### src/rtl/mpmv_pkg.sv
// shared types, constants and register indexes for the grid node velocity update
package mpmv_pkg;

    localparam int FRACTION_BITS = 16;
    localparam int COORD_BITS    = 10;
    localparam int WORD_BITS     = 32;
    localparam int GRID_BITS     = COORD_BITS + 1;
    localparam int WALL_BITS     = 5;
    localparam int SUM_BITS      = COORD_BITS + 2;
    localparam int DIV_W         = WORD_BITS + FRACTION_BITS;
    localparam int DIV_STAGES    = DIV_W;
    localparam int CFG_IDX_BITS  = 3;

    localparam logic [CFG_IDX_BITS-1:0] CFG_GRID_WIDTH     = 3'd0;
    localparam logic [CFG_IDX_BITS-1:0] CFG_GRID_HEIGHT    = 3'd1;
    localparam logic [CFG_IDX_BITS-1:0] CFG_WALL_THICKNESS = 3'd2;
    localparam logic [CFG_IDX_BITS-1:0] CFG_GRAVITY_STEP   = 3'd3;
    localparam logic [CFG_IDX_BITS-1:0] CFG_MIN_MASS       = 3'd4;

    localparam logic [GRID_BITS-1:0] RST_GRID_WIDTH     = 11'd128;
    localparam logic [GRID_BITS-1:0] RST_GRID_HEIGHT    = 11'd128;
    localparam logic [WALL_BITS-1:0] RST_WALL_THICKNESS = 5'd2;
    localparam logic [WORD_BITS-1:0] RST_GRAVITY_STEP   = 32'd0;
    localparam logic [WORD_BITS-1:0] RST_MIN_MASS       = 32'd1;

    typedef struct packed {
        logic [GRID_BITS-1:0]        grid_width;
        logic [GRID_BITS-1:0]        grid_height;
        logic [WALL_BITS-1:0]        wall_thickness;
        logic signed [WORD_BITS-1:0] gravity_step;
        logic [WORD_BITS-1:0]        min_mass;
    } cfg_t;

    typedef struct packed {
        logic empty;
        logic neg_x;
        logic neg_y;
        logic wall_l;
        logic wall_r;
        logic wall_b;
        logic wall_t;
    } side_t;

    // partial remainder plus a word that shifts dividend bits out and quotient bits in
    typedef struct packed {
        logic [WORD_BITS-1:0] rem;
        logic [DIV_W-1:0]     dq;
    } div_lane_t;

    typedef struct packed {
        logic [WORD_BITS-1:0] mass;
        div_lane_t            lane_x;
        div_lane_t            lane_y;
        side_t                side;
    } div_word_t;

endpackage

### src/rtl/mpmv_prep.sv
// input cell: magnitudes, empty test and wall flags for one node
module mpmv_prep (
    input  logic                                  aclk,
    input  logic                                  aresetn,
    input  logic                                  in_valid,
    output logic                                  in_ready,
    input  logic [mpmv_pkg::COORD_BITS-1:0]       col,
    input  logic [mpmv_pkg::COORD_BITS-1:0]       row,
    input  logic [mpmv_pkg::WORD_BITS-1:0]        node_mass,
    input  logic signed [mpmv_pkg::WORD_BITS-1:0] momentum_x,
    input  logic signed [mpmv_pkg::WORD_BITS-1:0] momentum_y,
    input  mpmv_pkg::cfg_t                        cfg,
    output logic                                  out_valid,
    input  logic                                  out_ready,
    output mpmv_pkg::div_word_t                   out_word
);

    logic                valid_reg, valid_next;
    mpmv_pkg::div_word_t word_reg, word_next;
    logic [mpmv_pkg::WORD_BITS-1:0] mag_x, mag_y;
    logic [mpmv_pkg::SUM_BITS-1:0]  col_ext, row_ext, wt_ext, col_sum, row_sum;
    logic [mpmv_pkg::SUM_BITS-1:0]  gw_ext, gh_ext;

    assign in_ready = !valid_reg || out_ready;

    always_comb begin
        mag_x   = momentum_x[mpmv_pkg::WORD_BITS-1] ? (~momentum_x + 1'b1) : momentum_x;
        mag_y   = momentum_y[mpmv_pkg::WORD_BITS-1] ? (~momentum_y + 1'b1) : momentum_y;
        col_ext = mpmv_pkg::SUM_BITS'(col);
        row_ext = mpmv_pkg::SUM_BITS'(row);
        wt_ext  = mpmv_pkg::SUM_BITS'(cfg.wall_thickness);
        gw_ext  = mpmv_pkg::SUM_BITS'(cfg.grid_width);
        gh_ext  = mpmv_pkg::SUM_BITS'(cfg.grid_height);
        col_sum = col_ext + wt_ext;
        row_sum = row_ext + wt_ext;

        word_next                = word_reg;
        word_next.mass           = node_mass;
        word_next.lane_x.rem     = '0;
        word_next.lane_x.dq      = {mag_x, {mpmv_pkg::FRACTION_BITS{1'b0}}};
        word_next.lane_y.rem     = '0;
        word_next.lane_y.dq      = {mag_y, {mpmv_pkg::FRACTION_BITS{1'b0}}};
        word_next.side.empty     = (node_mass == '0) || (node_mass < cfg.min_mass);
        word_next.side.neg_x     = momentum_x[mpmv_pkg::WORD_BITS-1];
        word_next.side.neg_y     = momentum_y[mpmv_pkg::WORD_BITS-1];
        word_next.side.wall_l    = col_ext < wt_ext;
        word_next.side.wall_r    = col_sum >= gw_ext;
        word_next.side.wall_b    = row_ext < wt_ext;
        word_next.side.wall_t    = row_sum >= gh_ext;

        valid_next = in_ready ? in_valid : valid_reg;
    end

    always_ff @(posedge aclk) begin
        if (!aresetn) begin
            valid_reg <= 1'b0;
        end else begin
            valid_reg <= valid_next;
        end
    end

    always_ff @(posedge aclk) begin
        if (in_valid && in_ready) begin
            word_reg <= word_next;
        end
    end

    assign out_valid = valid_reg;
    assign out_word  = word_reg;

endmodule

### config.mk
export PLATFORM = sky130hd
export DESIGN_NAME = mpmv_prep
export DESIGN_NICKNAME = d
export VERILOG_FILES = /design/src/rtl/mpmv_pkg.sv /design/src/rtl/mpmv_prep.sv
export SDC_FILE = /design/constraint.sdc
export NUM_CORES = 1
export LEC_CHECK = 0
export BUFFER_PORTS_ARGS = -buffer_cell sky130_fd_sc_hd__buf_4
export CORE_AREA = 2 2 159 161
export CTS_CLUSTER_SIZE = 40
export DETAILED_ROUTE_END_ITERATION = 10
export DIE_AREA = 0 0 161 163
export PLACE_DENSITY = 0.53
export SLEW_MARGIN = 25
export SYNTH_ARGS = -nofsm -noshare
export SYNTH_HDL_FRONTEND = slang
export SYNTH_SLANG_ARGS = --single-unit
export TNS_END_PERCENT = 100
### constraint.sdc
create_clock -name aclk -period 6.16 [get_ports aclk]
set_clock_uncertainty 0.1 [all_clocks]
set_input_delay 0.308 -clock aclk [delete_from_list [all_inputs] [get_ports aclk]]
set_output_delay 0.308 -clock aclk [all_outputs]
set_load 0.02 [all_outputs]
# Word-level counts from Yosys, hierarchy flattened
# Cells that the tools add are included.
# word_totals
reg_bits,104
latch_bits,0
ram_bits,0
romBits,0
input_bits,211
output_inout_bits,201
wordCells,31
n_memories,0
# op_classes
n_addsub,4
n_mul,0
n_div,0
magnitude_cmp,5
eq_ne,0
shift,0
mux,2
bitwise_logic,2
n_reduce_logical,5
# op_table
cell,n
$add A32 B1 Y32 const B,2
$not A32 Y32,2
$mux W31,2
$logic_not A32 Y1,1
$lt A32 B32 Y1,1
$add A10 B5 Y11,2
$ge A11 B11 Y1,2
$lt A10 B5 Y1,2
$logic_or A1 B1 Y1,2
$logic_and A1 B1 Y1,1
$logic_not A1 Y1,1

# Longest topological paths before layout
# Gate-level depths: netlist of run 1.
# logic_depth
ltp_word,3
ltp_mapped,13
mapped_depth_nobuf,13

# Worst setup path before layout of run 1
# Ideal clock, no wire load.
# synth_timing
path_kind,flip-flop to flip-flop
start,"register valid_reg, in the netlist out_valid"
end,register word_reg (netlist bit out_word[0]) (enable)
setup_time_ps,473
arrival_ps,3034
required_ps,5587
setup_slack_ps,2553
stages_incl_launch_ff,3
path_buffers,0
period_less_slack_ps,3607
path_cell_list,dfxtp_1 nand2b_1 and2_1
# synth_via
elab_chain_cells,3
# synth_lines
element,line,source
start: declaration,mpmv_prep.sv:18,"logic valid_reg, valid_next;"
start signal: assignment,mpmv_prep.sv:58,valid_reg <= valid_next;
$logic_not A1 Y1,mpmv_prep.sv:24,assign in_ready = !valid_reg || out_ready;
$logic_or A1 B1 Y1,mpmv_prep.sv:24,
via in_ready,mpmv_prep.sv:6,"output logic in_ready,"
$logic_and A1 B1 Y1,mpmv_prep.sv:63,if (in_valid && in_ready) begin
end signal: assignment,mpmv_prep.sv:64,word_reg <= word_next;
end: declaration,mpmv_prep.sv:19,"mpmv_pkg::div_word_t word_reg, word_next;"
# The timed path passes the listed nets, and every way through them passes these cells.
# A chain may end at the register's enable or synchronous reset.

==> results of run 1 <==
[layout by cell type (no fill, tap or decap), types with 4 or more instances in the layout]
master	netlist	layout
a211oi_1	6	6
a21o_1	9	9
a21oi_1	27	27
and3_1	5	5
buf_4	96	284
clkbuf_16	0	9
conb_1	1	96
edfxtp_1	103	103
ha_1	75	75
inv_1	77	77
nand2_1	23	23
nand2b_1	7	7
nand3_1	5	5
nand4_1	11	11
nor2_1	16	16
nor4_1	11	11
o2111ai_1	4	4
o21a_1	4	4
o21ai_0	32	32
o31ai_1	16	16
o41ai_1	4	4
or2_2	4	4
or3_1	14	14
or4_1	8	8
xnor2_1	65	65
xor2_1	9	9
[critical path, delay by kind of cell]
| kind | cells | cell delay [ns] |
|---|---|---|
| compound gates | 7 | 1.21 |
| xor+xnor | 1 | 0.13 |
| fa+ha+maj | 2 | 0.56 |
| simple gates | 2 | 0.24 |
| buf+inv | 2 | 0.28 |
[path summary, 6_finish.rpt]
kind / startpoint / to / slack (ns) / depth (start not counted)
worst max-delay path: cfg[65] / out_word[2]$_DFFE_PP_ / 3.43 / 14
worst min-delay path: node_mass[28] / out_word[195]$_DFFE_PP_ / 0.04 / 1
worst max register to register: out_valid$_SDFFE_PN0N_ / out_word[40]$_DFFE_PP_ / 3.87 / 3
worst min register to register: out_valid$_SDFFE_PN0N_ / out_valid$_SDFFE_PN0N_ / 0.47 / 2
[registers in the layout, summed over array words and instances, names as in the netlist]
register	cells
out_word	103
out_valid	1
[through the flow]
stage               std cells  utilization (%)  area [µm²]  power (W)  setup WS [ns]
finish                   1293             39.1        9650    0.00197           3.43
global placement         1277             37.9        9360    0.00141           3.07
global route             1293             39.1        9650    0.00208           3.16
detailed placement       1277             37.9        9360    0.00141           3.06
floorplan                 765                -        7560    0.00122           2.55
CTS                      1293             39.1        9650    0.00200           3.42
[per-layer routing]
layer | vias to the layer above | wire, µm | GRT usage [%]
met5 | - | 0 | 0
met4 | 0 | 239 | 3.81
met3 | 17 | 1730 | 4.23
met2 | 235 | 9770 | 25.0
met1 | 2530 | 8180 | 18.0
li1 | 2766 | - | -
[cell usage after synthesis (all sizes together) (4+ instances only)]
cell / count
edfxtp: 103
buf: 97
inv: 77
ha: 75
xnor2: 65
o21ai: 33
a21oi: 27
nand2: 23
o31ai: 17
nor2: 16
or3: 15
nand4: 11
nor4: 11
or4: 11
a21o: 9
xor2: 9
nand2b: 7
a211oi: 6
and3: 5
clkbuf: 5
nand3: 5
o2111ai: 4
o21a: 4
o41ai: 4
or2: 4
[area by class of cell]
class	count	share of cell area, %
Sequential cell	104	32.2
Tap cell	330	4.28
Clock inverter	7	0.700
Clock buffer	9	2.33
Inverter	77	2.99
Multi-Input combinational cell	482	35.4
Timing Repair Buffer	284	22.1
[power by group through the flow]
stage	Clock, W	Sequential, W	Combinational [W]
floorplan	0	0.000942	0.000275
global placement	0	0.000873	0.000536
detailed placement	0	0.000873	0.000541
CTS	0.000600	0.000858	0.000543
global route	0.000623	0.000862	0.000592
finish	0.000575	0.000857	0.000536
[logic make-up (layout without fill, tap and decap cells)]
kind of cell	count (synthesis)	in the layout	share of synthesized area (%)
buf+inv	179	377	14.3
simple gates	119	119	9.40
compound gates	116	116	10.4
flops	104	104	43.2
fa+ha+maj	77	77	13.6
xor+xnor	74	74	9.00
other cells	1	96	0.0521
==> metrics.cfg, run 1 <==
[power_and_ir_drop]
intPower_w=0.00136
clockPowerShare_pct=29.2
p_per_area_mw_per_mm2=204
netSwitchingFraction_pct=31.0
p_comb_share_pct=27.3
power_frac_seq_pct=43.5
p_leak_nw=4.39
p_switching_w=0.000610
peakVddDrop_v=0.000101

[clocking]
cts_resized=0
clkSinkCount=104
clock_latency_ns=0.36
holdBufCountCts=0
cts_tree=done
clockRootBuffer=clkbuf_16
clockBufferDepth=2
htree_levels=3
path_clk_slew_ns=0.09
numCtsBuffers=9
cts_setup_buffers=0

[routing]
drc=0
ant_nets=0
routed_wl_um=19900
drtIter0Drc=202
wl_per_cell_um=15.4
drt_first_pass_iters=6
vias=5548
via_per_inst=4.29

[timing]
max_slew_margin_pct=48.7
final-setup-viol-count=0
hold_violations=0
setup_tns_ns=0
fmax_mhz=367
rsz0062_at_grt=false
final.min_clock_period_ns=2.73
slew_violations=0
worst_pin_slew_ns=0.770
hold-worst-slack_ns=0.0433
period_share_pct=44.2

[placed_design]
gp_congestion=0.808
dp_hpwl_um=16500
port_buffers=283

[run]
max_cap_violations=0

[cells_and_area]
area_growth_pct=34.1
fillers=2526
multi_input_area_mm2=0.00341
diodes=0
nNetsFinal=1246
drive_above_1_share_pct=32.3
final-seq-area_mm2=0.00311

[critical_path]
path_cells=buf_4 > inv_1 > ha_1 > nand2b_1 > a21oi_1 > o21ai_0 > a21oi_1 > nor2_1 > xnor2_1 > ha_1 > a21oi_1 > o21ai_0 > a211oi_1 > o21ai_0
cp_slowest_cell=ha_1
end_kind=flop
cp-start-kind=input pin
required_ns=6.16
cp_max_fo=4
cp.arrival_ns=2.73
critical_path_class=input pin to flop
slowest_delay_ns=0.29

[die]
io_pins=412
core_mm2=0.0247
die_area_mm2=0.0262
num_rows=58
start_util_pct=29.2
fp.dieH_um=163
die_x_um=161

[global_routing]
grt_pass1_vias=5265
antenna_found_initial=0
grtUsageTotal_pct=14.6
grt_pass1_wl_um=29300
grt_start_max_net_pins=55
grt.overflow.total=0

[yosys]
async_flop_share_pct=0
synth_edf_count=103
syn_avg_cell_area_um2=10.7
seq_area_frac_synth_pct=43.2
yosys_warnings=0
synth_top_area_cell=edfxtp_1
synth_seq_cells=104
syn_area_mm2=0.00720
synth_top_area_share_pct=43.0
synthTopCellsByArea=edfxtp_1 (43%), ha_1 (13%), buf_4 (10%)
synth_cell_types=47
postSynthCellCount=670
synth_ff_type=edfxtp_1

[run_status]
outcome=finished, final reports clean

[min_path]
hold_class=input pin to flop

(Power assumes the default switching activity.)
==> run 2, diff against run 1 <==
==> constraint.sdc (replaced) <==
create_clock -name aclk -period 2.6 [get_ports aclk]
set_clock_uncertainty 0.1 [all_clocks]
set_input_delay 0.13 -clock aclk [delete_from_list [all_inputs] [get_ports aclk]]
set_output_delay 0.13 -clock aclk [all_outputs]
set_load 0.02 [all_outputs]
==> metrics.cfg, run 2 (synthesized netlist as in run 1, its figures left out) <==
[global_routing]
grt_start_max_net_pins=57  ; was 55
antenna_found_initial=0  ; unchanged
grtUsageTotal_pct=15.6  ; was 14.6%
grt_pass1_wl_um=31700  ; was 29300 µm
grt.overflow.total=0  ; unchanged
grt_pass1_vias=5803  ; was 5265

[power_and_ir_drop]
p_per_area_mw_per_mm2=448  ; was 204 mW/mm²
p_comb_share_pct=29.5  ; was 27.3%
intPower_w=0.00334  ; was 0.00136 W
netSwitchingFraction_pct=30.2  ; was 31.0%
p_switching_w=0.00144  ; was 0.000610 W
peakVddDrop_v=0.000388  ; was 0.000101 V
p_leak_nw=4.85  ; was 4.39 nW
power_frac_seq_pct=42.5  ; was 43.5%
clockPowerShare_pct=27.9  ; was 29.2%

[die]
die_area_mm2=0.0262  ; unchanged
num_rows=58  ; unchanged
start_util_pct=29.2  ; unchanged
die_x_um=161  ; unchanged
io_pins=412  ; unchanged
fp.dieH_um=163  ; unchanged
core_mm2=0.0247  ; unchanged

[run]
max_cap_violations=0  ; unchanged

[routing]
highest-signal-layer=met4  ; unchanged
drtIter0Drc=257  ; was 202
via_per_inst=4.26  ; was 4.29
wl_per_cell_um=15.3  ; was 15.4 µm
ant_nets=0  ; unchanged
wl_met1_um=8520  ; was 8180 µm
drc=0  ; unchanged
drt_first_pass_iters=4  ; was 6
wl_met3_um=1710  ; was 1730 µm
met2WireLength_um=10900  ; was 9770 µm
vias=5966  ; was 5548
routed_wl_um=21400  ; was 19900 µm

[timing]
period_share_pct=96.7
rsz0062_at_grt=false  ; unchanged
slew_violations=0  ; unchanged
max_slew_margin_pct=64.7  ; was 48.7%
setup_tns_ns=0  ; unchanged
final-setup-viol-count=0  ; unchanged
final.min_clock_period_ns=2.51
fmax_mhz=398
worst_pin_slew_ns=0.523  ; was 0.770 ns
hold_violations=0  ; unchanged

[min_path]
hold_class=input pin to flop  ; unchanged
hold_start=momentum_x[18]  ; was node_mass[28]

[critical_path]
required_ns=2.60  ; was 6.16 ns
crit_family=simple AND/OR/NAND/NOR gates  ; was compound AO/OA/AOI/OAI gates
rr_startpoint=out_valid$_SDFFE_PN0N_  ; unchanged
cp.arrival_ns=2.52  ; was 2.73 ns
cp-start-kind=input pin  ; unchanged
slowest_delay_ns=0.54  ; was 0.29 ns
critical_path_class=input pin to flop  ; unchanged
path_cells=dlygate4sd3_1 > buf_4 > or4_4 > or4_4 > or3_4 > o31ai_4 > xnor2_1  ; was buf_4 > inv_1 > ha_1 > nand2b_1 > a21oi_1 > o21ai_0 > a21oi_1 > nor2_1 > xnor2_1 > ha_1 > a21oi_1 > o21ai_0 > a211oi_1 > o21ai_0
cp-startpoint=momentum_x[19]  ; was cfg[65]
end_kind=flop  ; unchanged
cpMostUsedCell=or4_4
cp_slowest_cell=dlygate4sd3_1  ; was ha_1
cp_max_fo=3  ; was 4
crit_buf_inv=2  ; unchanged

[clocking]
clock_latency_ns=0.34  ; was 0.36 ns
path_clk_slew_ns=0.08  ; was 0.09 ns
cts_tree=done  ; unchanged
htree_levels=3  ; unchanged
clockRootBuffer=clkbuf_16  ; unchanged
numCtsBuffers=9  ; unchanged
clkSinkCount=104  ; unchanged
clockBufferDepth=2  ; unchanged

[cells_and_area]
diodes=0  ; unchanged
fin_cells=1399  ; was 1293
fillers=2430  ; was 2526
final_cell_mix=buf_4 (313), edfxtp_1 (103), conb_1 (96)  ; was buf_4 (284), edfxtp_1 (103), conb_1 (96)
fin_util_pct=43.2  ; was 39.1%
largest_reg_flops=103  ; unchanged
drive_above_1_share_pct=32.2  ; was 32.3%
final_common_cell=buf_4  ; unchanged
nNetsFinal=1352  ; was 1246
area_growth_pct=48.2  ; was 34.1%

[placed_design]
port_buffers=283  ; unchanged
placedCellCount=1308  ; was 1277
gp_congestion=0.851  ; was 0.808
dp_hpwl_um=17300  ; was 16500 µm

[run_status]
outcome=finished, final reports clean  ; unchanged

==> run 2: changes by cell type in the layout (fill, tap and decap cells not counted), sizes merged <==
cell / change
buf: +31
clkbuf: +2
clkinv: -4
clkinvlp: +3
dlygate4sd3: +75
inv: -1
==> run 2: final timing paths <==
path	endpoint	slack [ns]	cells after the start
worst max-delay path	out_word[132]$_DFFE_PP_	0.09	7
worst min-delay path	out_word[121]$_DFFE_PP_	0.01	2
worst max register to register	out_word[127]$_DFFE_PP_	1.17	3
worst min register to register	out_word[191]$_DFFE_PP_	0.95	3
==> run 2: layout make-up <==
type	count	area [µm²]	share of cell area, %
well taps	330	413	3.87
multi-input cells	482	3430	32.1
clock buffers	11	243	2.27
repair buffers	390	3140	29.4
flip-flops and latches	104	3110	29.2
inverters	77	289	2.71
clock inverters	5	42.5	0.399
==> run 2: per-stage QoR <==
stage / setup WS, ns / total power, W / area [µm²] / hold slack (ns)
global placement: -0.131 / 0.00339 / 9620 / 0.231
global route: 0.0143 / 0.00503 / 10700 / 0.00594
CTS: 0.0233 / 0.00485 / 10700 / 0.00136
detailed placement: -0.151 / 0.00340 / 9620 / 0.233
floorplan: 0.00247 / 0.00288 / 7560 / 0.129
finish: 0.0859 / 0.00478 / 10700 / 0.0124
==> run 2: worst register-to-register path: cells and delay by family, from the launching register on <==
kind / cells / cell delay, ns
buffers and inverters: 1 / 0.28
DFF: 1 / 0.33
and+or+nand+nor: 2 / 0.34
==> run 2: what timing repair did <==
item                       4_1_cts  5_1_grt
hold buffers                    75        0
setup buffers                    0        0
gates resized for setup          0        3
hold endpoints to repair        75        0
setup endpoints to repair        0        5
==> run 2: power groups by stage <==
stage,registers [W],clock network (W),logic [W]
3_5_place_dp,0.00207,0,0.00133
4_1_cts,0.00203,0.00139,0.00142
2_1_floorplan,0.00223,0,0.000651
5_1_grt,0.00205,0.00144,0.00154
6_report,0.00203,0.00134,0.00141
3_3_place_gp,0.00207,0,0.00132
==> run 2: metal layers <==
layer / up-vias / GRT usage, %
met5: - / 0
li1: 2977 / -
met4: 0 / 3.94
met1: 2718 / 18.4
met2: 257 / 28.3
met3: 14 / 3.95
