[src/rtl/mpmv_pkg.sv]
// shared types, constants and register indexes for the grid node velocity update
package mpmv_pkg;

    localparam int FRACTION_BITS = 16;
    localparam int COORD_BITS    = 10;
    localparam int WORD_BITS     = 32;
    localparam int GRID_BITS     = COORD_BITS + 1;
    localparam int WALL_BITS     = 5;
    localparam int SUM_BITS      = COORD_BITS + 2;
    localparam int DIV_W         = WORD_BITS + FRACTION_BITS;
    localparam int DIV_STAGES    = DIV_W;
    localparam int CFG_IDX_BITS  = 3;

    localparam logic [CFG_IDX_BITS-1:0] CFG_GRID_WIDTH     = 3'd0;
    localparam logic [CFG_IDX_BITS-1:0] CFG_GRID_HEIGHT    = 3'd1;
    localparam logic [CFG_IDX_BITS-1:0] CFG_WALL_THICKNESS = 3'd2;
    localparam logic [CFG_IDX_BITS-1:0] CFG_GRAVITY_STEP   = 3'd3;
    localparam logic [CFG_IDX_BITS-1:0] CFG_MIN_MASS       = 3'd4;

    localparam logic [GRID_BITS-1:0] RST_GRID_WIDTH     = 11'd128;
    localparam logic [GRID_BITS-1:0] RST_GRID_HEIGHT    = 11'd128;
    localparam logic [WALL_BITS-1:0] RST_WALL_THICKNESS = 5'd2;
    localparam logic [WORD_BITS-1:0] RST_GRAVITY_STEP   = 32'd0;
    localparam logic [WORD_BITS-1:0] RST_MIN_MASS       = 32'd1;

    typedef struct packed {
        logic [GRID_BITS-1:0]        grid_width;
        logic [GRID_BITS-1:0]        grid_height;
        logic [WALL_BITS-1:0]        wall_thickness;
        logic signed [WORD_BITS-1:0] gravity_step;
        logic [WORD_BITS-1:0]        min_mass;
    } cfg_t;

    typedef struct packed {
        logic empty;
        logic neg_x;
        logic neg_y;
        logic wall_l;
        logic wall_r;
        logic wall_b;
        logic wall_t;
    } side_t;

    // partial remainder plus a word that shifts dividend bits out and quotient bits in
    typedef struct packed {
        logic [WORD_BITS-1:0] rem;
        logic [DIV_W-1:0]     dq;
    } div_lane_t;

    typedef struct packed {
        logic [WORD_BITS-1:0] mass;
        div_lane_t            lane_x;
        div_lane_t            lane_y;
        side_t                side;
    } div_word_t;

endpackage

[src/rtl/mpmv_div_cell.sv]
// divider cell: one restoring quotient bit for both momentum lanes
module mpmv_div_cell (
    input  logic                aclk,
    input  logic                aresetn,
    input  logic                in_valid,
    output logic                in_ready,
    input  mpmv_pkg::div_word_t in_word,
    output logic                out_valid,
    input  logic                out_ready,
    output mpmv_pkg::div_word_t out_word
);

    logic                valid_reg, valid_next;
    mpmv_pkg::div_word_t word_reg, word_next;

    function automatic mpmv_pkg::div_lane_t div_step(
        input mpmv_pkg::div_lane_t       lane,
        input logic [mpmv_pkg::WORD_BITS-1:0] mass
    );
        logic [mpmv_pkg::WORD_BITS:0] trial;
        logic [mpmv_pkg::WORD_BITS:0] diff;
        logic                         take;
        mpmv_pkg::div_lane_t          res;
        trial = {lane.rem, lane.dq[mpmv_pkg::DIV_W-1]};
        diff  = trial - {1'b0, mass};
        take  = trial >= {1'b0, mass};
        res.rem = take ? diff[mpmv_pkg::WORD_BITS-1:0] : trial[mpmv_pkg::WORD_BITS-1:0];
        res.dq  = {lane.dq[mpmv_pkg::DIV_W-2:0], take};
        return res;
    endfunction

    assign in_ready = !valid_reg || out_ready;

    always_comb begin
        word_next        = in_word;
        word_next.lane_x = div_step(in_word.lane_x, in_word.mass);
        word_next.lane_y = div_step(in_word.lane_y, in_word.mass);
        valid_next       = in_ready ? in_valid : valid_reg;
    end

    always_ff @(posedge aclk) begin
        if (!aresetn) begin
            valid_reg <= 1'b0;
        end else begin
            valid_reg <= valid_next;
        end
    end

    always_ff @(posedge aclk) begin
        if (in_valid && in_ready) begin
            word_reg <= word_next;
        end
    end

    assign out_valid = valid_reg;
    assign out_word  = word_reg;

endmodule

[config.mk]
export PLATFORM = sky130hd
export DESIGN_NAME = mpmv_div_cell
export DESIGN_NICKNAME = d
export VERILOG_FILES = /design/src/rtl/mpmv_pkg.sv /design/src/rtl/mpmv_div_cell.sv
export SDC_FILE = /design/constraint.sdc
export NUM_CORES = 1
export LEC_CHECK = 0
export ABC_AREA = 1
export BUFFER_PORTS_ARGS = -buffer_cell sky130_fd_sc_hd__buf_2
export CORE_UTILIZATION = 52
export DETAILED_ROUTE_END_ITERATION = 16
export PLACE_DENSITY_LB_ADDON = 0.15
export SKIP_CTS_REPAIR_TIMING = 1
export SLEW_MARGIN = 5
export SYNTH_ARGS = -nofsm -noshare
export SYNTH_HDL_FRONTEND = slang
export SYNTH_SLANG_ARGS = --single-unit
[constraint.sdc]
create_clock -name aclk -period 13.1 [get_ports aclk]
set_clock_uncertainty 0.05 [all_clocks]
set_input_delay 0.655 -clock aclk [delete_from_list [all_inputs] [get_ports aclk]]
set_output_delay 0.655 -clock aclk [all_outputs]
set_load 0.01 [all_outputs]
After elaboration in Yosys (flattened, before gate mapping):

Cells that the tools add are included.

* reductions and logical operators: 3
* muxes and demuxes: 2
* magnitude comparators: 2
* add/sub/neg operators: 2

Operator list (count)
* $ge 33x32->1: 2
* $mux 32: 2
* $sub 32x32->32: 2
* $logic_and 1x1->1: 1
* $logic_not 1->1: 1
* $logic_or 1x1->1: 1

* output and inout port bits: 201
* logic and storage cells: 22
* flip-flop bits (word level): 200

Longest topological paths before layout:

Gate-level depths: netlist of the first run.

* depth in word-level cells: 3
* depth in mapped cells: 16
* gate-level depth less buffers: 15

Worst setup path after synthesis of the first run:

Ideal clock, no wire load.

* kind: input -> register
* start: in in_valid
* end: reg word_reg, in the netlist out_word[0], enable pin
* arrival time: 10246 ps
* data required time: 12226 ps
* stages on the path: 2
* path buffers: 0
* slack: 1980 ps
* cell sequence: inv_1 -> a21oi_1

* cells in the longest elaborated chain, start to end: 1

RTL lines
* start, declared: RTL line mpmv_div_cell.sv:5 `input logic in_valid,`
* $logic_and 1x1->1: RTL line mpmv_div_cell.sv:50 `if (in_valid && in_ready) begin`
* end signal, assigned: RTL line mpmv_div_cell.sv:51 `word_reg <= word_next;`
* end, declared: RTL line mpmv_div_cell.sv:14 `mpmv_pkg::div_word_t word_reg, word_next;`

Every way passes these cells.
A chain may end at the register's enable or synchronous reset.

==> results of run 1 <==
-- per-layer routing --
| layer | part of all wire | vias to the layer above |
|---|---|---|
| met4 | 0.024 | 2 |
| met2 | 0.49 | 451 |
| met1 | 0.41 | 5183 |
| met3 | 0.075 | 53 |
| li1 | - | 5608 |
| met5 | 0.00024 | - |
-- layout make-up --
| class | instances | area, um2 |
|---|---|---|
| timing repair buffer | 404 | 2040 |
| multi-input combinational | 1020 | 5020 |
| sequential | 200 | 6000 |
| tap | 313 | 392 |
| clock buffer | 18 | 429 |
| clock inverter | 14 | 176 |
| fill | 2040 | 7680 |
| inverter | 297 | 1110 |
-- cells by family after synthesis --
group	share of synthesized area
AO/OA/AOI/OAI	0.0198
flip-flops	0.489
AND/OR/NAND/NOR	0.300
adder cells (fa/ha/maj)	0.0686
buffers and inverters	0.102
XOR/XNOR	0.0200
-- synthesized netlist by cell type --
| library cell | number |
|---|---|
| sky130_fd_sc_hd__buf_4 | 1 |
| sky130_fd_sc_hd__dfxtp_1 | 1 |
| sky130_fd_sc_hd__nand3_2 | 2 |
| sky130_fd_sc_hd__nand2_2 | 4 |
| sky130_fd_sc_hd__or2_2 | 2 |
| sky130_fd_sc_hd__xnor2_1 | 2 |
| sky130_fd_sc_hd__buf_2 | 13 |
| sky130_fd_sc_hd__nor2_4 | 2 |
| sky130_fd_sc_hd__nor2_2 | 8 |
| sky130_fd_sc_hd__fa_1 | 2 |
| sky130_fd_sc_hd__a21boi_0 | 1 |
| sky130_fd_sc_hd__nor2_1 | 79 |
| sky130_fd_sc_hd__nand3b_2 | 2 |
| sky130_fd_sc_hd__nand2_4 | 6 |
| sky130_fd_sc_hd__nor3_2 | 2 |
| sky130_fd_sc_hd__o21bai_1 | 4 |
| sky130_fd_sc_hd__inv_2 | 1 |
| sky130_fd_sc_hd__edfxtp_1 | 199 |
| sky130_fd_sc_hd__nand3_1 | 120 |
| sky130_fd_sc_hd__inv_1 | 296 |
| sky130_fd_sc_hd__and2_1 | 10 |
| sky130_fd_sc_hd__nor3_1 | 12 |
| sky130_fd_sc_hd__buf_6 | 6 |
| sky130_fd_sc_hd__ha_1 | 64 |
| sky130_fd_sc_hd__a21oi_1 | 41 |
| sky130_fd_sc_hd__nand2_1 | 622 |
| sky130_fd_sc_hd__nand4_1 | 7 |
| sky130_fd_sc_hd__xor2_1 | 26 |
| sky130_fd_sc_hd__nand2_8 | 2 |
-- worst max-delay path: stages --
cell	delay [ps]
sky130_fd_sc_hd__buf_2	110
sky130_fd_sc_hd__inv_1	70
sky130_fd_sc_hd__ha_1	350
sky130_fd_sc_hd__nand2_1	160
sky130_fd_sc_hd__inv_1	50
sky130_fd_sc_hd__nand2_1	60
sky130_fd_sc_hd__nand2_1	80
sky130_fd_sc_hd__nand2_1	60
sky130_fd_sc_hd__nand2_1	60
sky130_fd_sc_hd__nand2_1	90
sky130_fd_sc_hd__nand3_2	90
sky130_fd_sc_hd__nor2_4	700
sky130_fd_sc_hd__nand2_8	290
sky130_fd_sc_hd__nand2_1	160
sky130_fd_sc_hd__nand2_1	60
-- final timing paths --
| kind | cells after the start | slack, ps | start | end |
|---|---|---|---|---|
| worst max register to register | 2 | 10660 | out_valid | out_word[190] |
| worst min register to register | 2 | 510 | out_valid | out_valid |
| worst max-delay path | 15 | 10180 | in_word[187] | out_word[166] |
| worst min-delay path | 1 | 330 | in_word[51] | out_word[52] |
-- flip-flops by register name, indices dropped and copies added (netlist names) --
| name | count |
|---|---|
| out_valid | 1 |
| out_word | 199 |
-- power by group through the flow --
| stage | registers [mW] | logic (mW) | clock network (mW) |
|---|---|---|---|
| 2_1_floorplan | 0.838 | 0.235 | 0 |
| 3_3_place_gp | 0.796 | 0.415 | 0 |
| 3_5_place_dp | 0.797 | 0.420 | 0 |
| 4_1_cts | 0.783 | 0.422 | 0.559 |
| 5_1_grt | 0.787 | 0.473 | 0.580 |
| 6_report | 0.782 | 0.425 | 0.552 |
-- per-stage QoR --
step	cell area (um2)	cells	power (mW)
final	15200	2266	1.76
after global routing	15200	2266	1.84
after CTS	15200	2266	1.76
after detailed placement	14600	2234	1.22
after global placement	14600	2234	1.21
after floorplan	12300	1537	1.07
==> flow_summary.toml, run 1 <==
[floorplan]
floorplan.io_pins = 404
die_h_um = 156
initial_utilization = 0.537
fp-row-count = 55
coreArea_um2 = 22800
die-area_um2 = 24200
die_w_um = 156

[drt]
drc = 0
routed_wirelength_mm = 37.3
dr.pass1.iters = 5
avgViaCountPerCell = 4.99
antenna_left = 0
vias = 11300
route.detailed.wl_per_inst_um = 16.5
1st_iter_drt_viols = 825

[layout]
num_antenna_cells = 0
area_growth_syn_to_layout_pct = 23.7
drive_above_1_share = 0.239
final_cell_mix = "sky130_fd_sc_hd__nand2_1 (622), sky130_fd_sc_hd__buf_2 (403), sky130_fd_sc_hd__inv_1 (296)"
most_common_cell_after_layout_fill_and_taps_aside = "sky130_fd_sc_hd__nand2_1"
finalCoreUtilization = 0.664
finalNetCount = 2209

[min_path]
min-delay-path-class = "in -> reg"

[status]
outcome = "finished, final reports clean"

[synthesis]
synth_top_cell_area_share = 0.487
synth_area_leaders = "sky130_fd_sc_hd__edfxtp_1 (49%), sky130_fd_sc_hd__nand2_1 (19%), sky130_fd_sc_hd__inv_1 (9.1%), sky130_fd_sc_hd__ha_1 (6.5%), sky130_fd_sc_hd__nand3_1 (4.9%)"
syn_inst = 1537
ys.warnings.count = 0
postSynthRegisterBits = 200
library_cells_used_by_synthesis = 29
post-synth-top-area-cell = "sky130_fd_sc_hd__edfxtp_1"
synthesis.nets = 1806
post_synth_instance_area_um2 = 12300
yosysSeqAreaShare = 0.489
synth.avg_cell_area_um2 = 7.98

[sta]
setup_slack_ps = 10180
final_hold_slack_ps = 328
max_freq_mhz = 342
report.final.slew_viol_count = 0
timing.final.hold_violations = 0
slew_headroom = 0.328
post-route-min-period_ps = 2920
finalCritPeriodShare = 0.223
setup_repair_after_global_routing_missed_its_margin = "false"
timing_worst_slew_pin_value_ps = 1010
final.setup.tns_ps = 0
report.final.setup_viol = 0

[global_route]
grt_start_max_net_pins = 174
gr-usage-met1 = 0.395
grt_util_met2 = 0.528
global_route.peak_usage_layer = "met2"
first_global_vias = 10500
grt_first_pass_wirelength_mm = 55.7
total_overflow_reported_by_the_global_router = 0
track_usage = 0.307
antenna_found_initial = 1
grtUsageMet3 = 0.0528

[cts]
clkLatencyLatePin_ps = 440
total_clock_buffers_created_by_cts = 17
ctsRootBufferMaster = "sky130_fd_sc_hd__clkbuf_16"
clock_path_buffers = 2
cts.sinks = 200
cts_max_level = 4
cts_tree = "built"
clk_transition_reported_paths_ps = 90

[critical_path]
crit_required_ps = 13250
crit_arrival_ps = 3080
setup.worst_path.class = "in -> reg"
crit_path_start_kind = "input pin"
endpoint_kind = "flip-flop"
timing.critical_path.fanout_max = 33

[power]
intPower_mw = 1.20
p_sw_frac = 0.321
switchingPower_uw = 564
share_seq_of_total_power = 0.445
static-leakage-power_nw = 8.25
power.combinational.fraction = 0.242
ir_worst_vdd_uv = 79.9
power.share.clock = 0.314
p_per_area_nw_per_um2 = 116

[place]
place_ws_ps = 9740
dpl.hpwl_mm = 30.2
portBuffers = 403
globalplace.congestion = 1.02

[flow_run]
maxcap_violations = 0
Note: power is estimated with default switching activity, not from simulation.
==> inputs of run 2 (changes only) <==
--- a/config.mk
+++ b/config.mk
@@ -5,10 +5,11 @@
 export SDC_FILE = /design/constraint.sdc
 export NUM_CORES = 1
 export LEC_CHECK = 0
-export ABC_AREA = 1
+export ABC_AREA = 0
 export BUFFER_PORTS_ARGS = -buffer_cell sky130_fd_sc_hd__buf_2
-export CORE_UTILIZATION = 52
+export CORE_AREA = 2 2 159 161
 export DETAILED_ROUTE_END_ITERATION = 16
+export DIE_AREA = 0 0 161 163
 export PLACE_DENSITY_LB_ADDON = 0.15
 export SKIP_CTS_REPAIR_TIMING = 1
 export SLEW_MARGIN = 5
==> constraint.sdc (replaced) <==
create_clock -name aclk -period 3 [get_ports aclk]
set_clock_uncertainty 0.05 [all_clocks]
set_input_delay 0.15 -clock aclk [delete_from_list [all_inputs] [get_ports aclk]]
set_output_delay 0.15 -clock aclk [all_outputs]
set_load 0.01 [all_outputs]
==> flow_summary.toml, run 2 <==
[status]
outcome = "finished, violations left"
failed_checks = "negative hold slack"

[drt]
dr.pass1.iters = 5
avgViaCountPerCell = 5.17
drc = 0
routed_wirelength_mm = 35.7
vias = 9443
1st_iter_drt_viols = 735
route.detailed.wl_per_inst_um = 19.6
antenna_left = 0

[power]
static-leakage-power_nw = 7.08
ir_worst_vdd_uv = 283
finalPower_mw = 7.92
p_per_area_nw_per_um2 = 503

[floorplan]
floorplan.io_pins = 404
initial_utilization = 0.435
fp-row-count = 58
die_w_um = 161
die-area_um2 = 26200
coreArea_um2 = 24700
die_h_um = 163

[layout]
multiInputGateArea_um2 = 4360
largest_register_ffs = 199
finalCoreUtilization = 0.638
drive_above_1_share = 0.369
fill_cells = 1965
seq_area_um2 = 6000
final_cell_mix = "sky130_fd_sc_hd__buf_2 (403), sky130_fd_sc_hd__edfxtp_1 (199), sky130_fd_sc_hd__dlygate4sd3_1 (156)"
area_growth_syn_to_layout_pct = 46.8
finalNetCount = 1749
most_common_cell_after_layout_fill_and_taps_aside = "sky130_fd_sc_hd__buf_2"

[synthesis]
yosys.area_share.adder = 0.0783
yosysSeqAreaShare = 0.559
ys.warnings.count = 0
synth_compound_gate_area_share = 0.156
yosys.area_share.simple = 0.0914
postSynthRegisterBits = 200
synth.avg_cell_area_um2 = 12.4
synthesis.nets = 1134
post-synth-top-area-cell = "sky130_fd_sc_hd__edfxtp_1"
post_synth_instance_area_um2 = 10700
synthTopCellsByCount = "sky130_fd_sc_hd__edfxtp_1 (199), sky130_fd_sc_hd__a21oi_1 (76), sky130_fd_sc_hd__ha_1 (64)"
synth_top_cell_area_share = 0.557
syn_inst = 865
largest_family_of_logic_cells_by_synthesized_area = "compound AO/OA/AOI/OAI gates"
post_synth_mux_area_share = 0.0435
synth_area_leaders = "sky130_fd_sc_hd__edfxtp_1 (56%), sky130_fd_sc_hd__ha_1 (7.5%), sky130_fd_sc_hd__mux2_4 (3.8%), sky130_fd_sc_hd__a21oi_1 (3.5%), sky130_fd_sc_hd__a21o_1 (2.2%)"
synth.most_common_cell = "sky130_fd_sc_hd__edfxtp_1"
library_cells_used_by_synthesis = 73
synth_enable_flop_cells = 199
ys.flop_type = "sky130_fd_sc_hd__edfxtp_1"
synth-async-reset-ratio = 0
synth_xor_area_frac = 0.0375

[sta]
setup_repair_after_global_routing_missed_its_margin = "false"
final_hold_slack_ps = -1.85
max_freq_mhz = 343
setup_slack_ps = 86.5
finalCritPeriodShare = 0.971
report.final.setup_viol = 0
post-route-min-period_ps = 2910
timing_worst_slew_pin_value_ps = 645
slew_headroom = 0.570
final.setup.tns_ps = 0
report.final.slew_viol_count = 0
timing.final.hold_violations = 1

[global_route]
total_overflow_reported_by_the_global_router = 0
grtUsageMet3 = 0.0479
global_route.peak_usage_layer = "met2"
grt_first_pass_wirelength_mm = 47.8
first_global_vias = 8300
grt_util_met2 = 0.430
gr-usage-met1 = 0.297
antenna_found_initial = 4
grt_start_max_net_pins = 64
track_usage = 0.243

[cts]
clock_path_buffers = 2
cts_max_level = 4
cts.sinks = 200
total_clock_buffers_created_by_cts = 17
cts_tree = "built"
clk_transition_reported_paths_ps = 80
ctsRootBufferMaster = "sky130_fd_sc_hd__clkbuf_16"
clkLatencyLatePin_ps = 440

[place]
place_ws_ps = -75.7
dpl.hpwl_mm = 26.4
globalplace.congestion = 0.906
portBuffers = 403

[critical_path]
crit_path_start_kind = "input pin"
setup.worst_path.class = "in -> reg"
crit_arrival_ps = 3040
endpoint_kind = "flip-flop"
crit_required_ps = 3130
timing.critical_path.fanout_max = 16

[flow_run]
maxcap_violations = 0

[min_path]
min-delay-path-class = "in -> reg"
[run 2: changes by cell type after synthesis, sizes merged, moves of 20 or more]
cell / delta
a21o: +31
a21oi: +36
nor2: -32
o21ai: +39
mux2: +28
nand2: -583
nand3: -107
inv: -246
clkbuf: +20
xnor2: +24
[run 2: worst max-delay path: stages]
cell	delay, ps
sky130_fd_sc_hd__dlygate4sd3_1	540
sky130_fd_sc_hd__buf_2	140
sky130_fd_sc_hd__ha_1	330
sky130_fd_sc_hd__o21a_1	140
sky130_fd_sc_hd__o31ai_1	130
sky130_fd_sc_hd__a2111oi_4	400
sky130_fd_sc_hd__o211ai_4	140
sky130_fd_sc_hd__o211ai_4	110
sky130_fd_sc_hd__a31oi_4	120
sky130_fd_sc_hd__a31o_4	270
sky130_fd_sc_hd__inv_8	70
sky130_fd_sc_hd__buf_12	170
sky130_fd_sc_hd__mux2_4	310
[run 2: cell families (layout without fill, tap and decap cells)]
family,count (synthesis),in the layout
buffers and inverters,81,709
flip-flops,200,200
AND/OR/NAND/NOR,200,200
XOR/XNOR,46,46
adder cells (fa/ha/maj),66,66
other,0,3
multiplexers,33,33
AO/OA/AOI/OAI,239,239
[run 2: layout make-up]
| class | count | area share |
|---|---|---|
| Timing Repair Buffer | 626 | 0.264 |
| Clock buffer | 17 | 0.0270 |
| Tap cell | 330 | 0.0262 |
| Inverter | 51 | 0.0126 |
| Sequential cell | 200 | 0.381 |
| Multi-Input combinational cell | 584 | 0.277 |
| Antenna cell | 3 | 0.000477 |
| Clock inverter | 15 | 0.0122 |
[run 2: final timing paths]
check,start,to,slack (ps),cells after the start
worst max-delay path,in_word[137],out_word[145],90,13
worst min-delay path,in_word[68],out_word[69],-2,3
worst max register to register,out_valid,out_word[177],1090,3
worst min register to register,out_valid,out_word[24],1040,2
[run 2: stage by stage]
stage,area [um2],std cells
global route,15800,1825
finish,15800,1826
global placement,13600,1635
CTS,14200,1667
detailed placement,13600,1635
floorplan,10700,865
[run 2: report_power, final]
group / total (mW) / switching [mW] / internal (mW)
Combinational: 2.10 / 1.10 / 1.00
Clock: 2.40 / 1.25 / 1.15
Sequential: 3.43 / 0.0563 / 3.37
[run 2: per-layer routing]
layer	vias up	wire length (um)
met3	63	2020
met1	4501	14400
met4	2	1210
met2	361	18100
met5	-	13
li1	4516	-
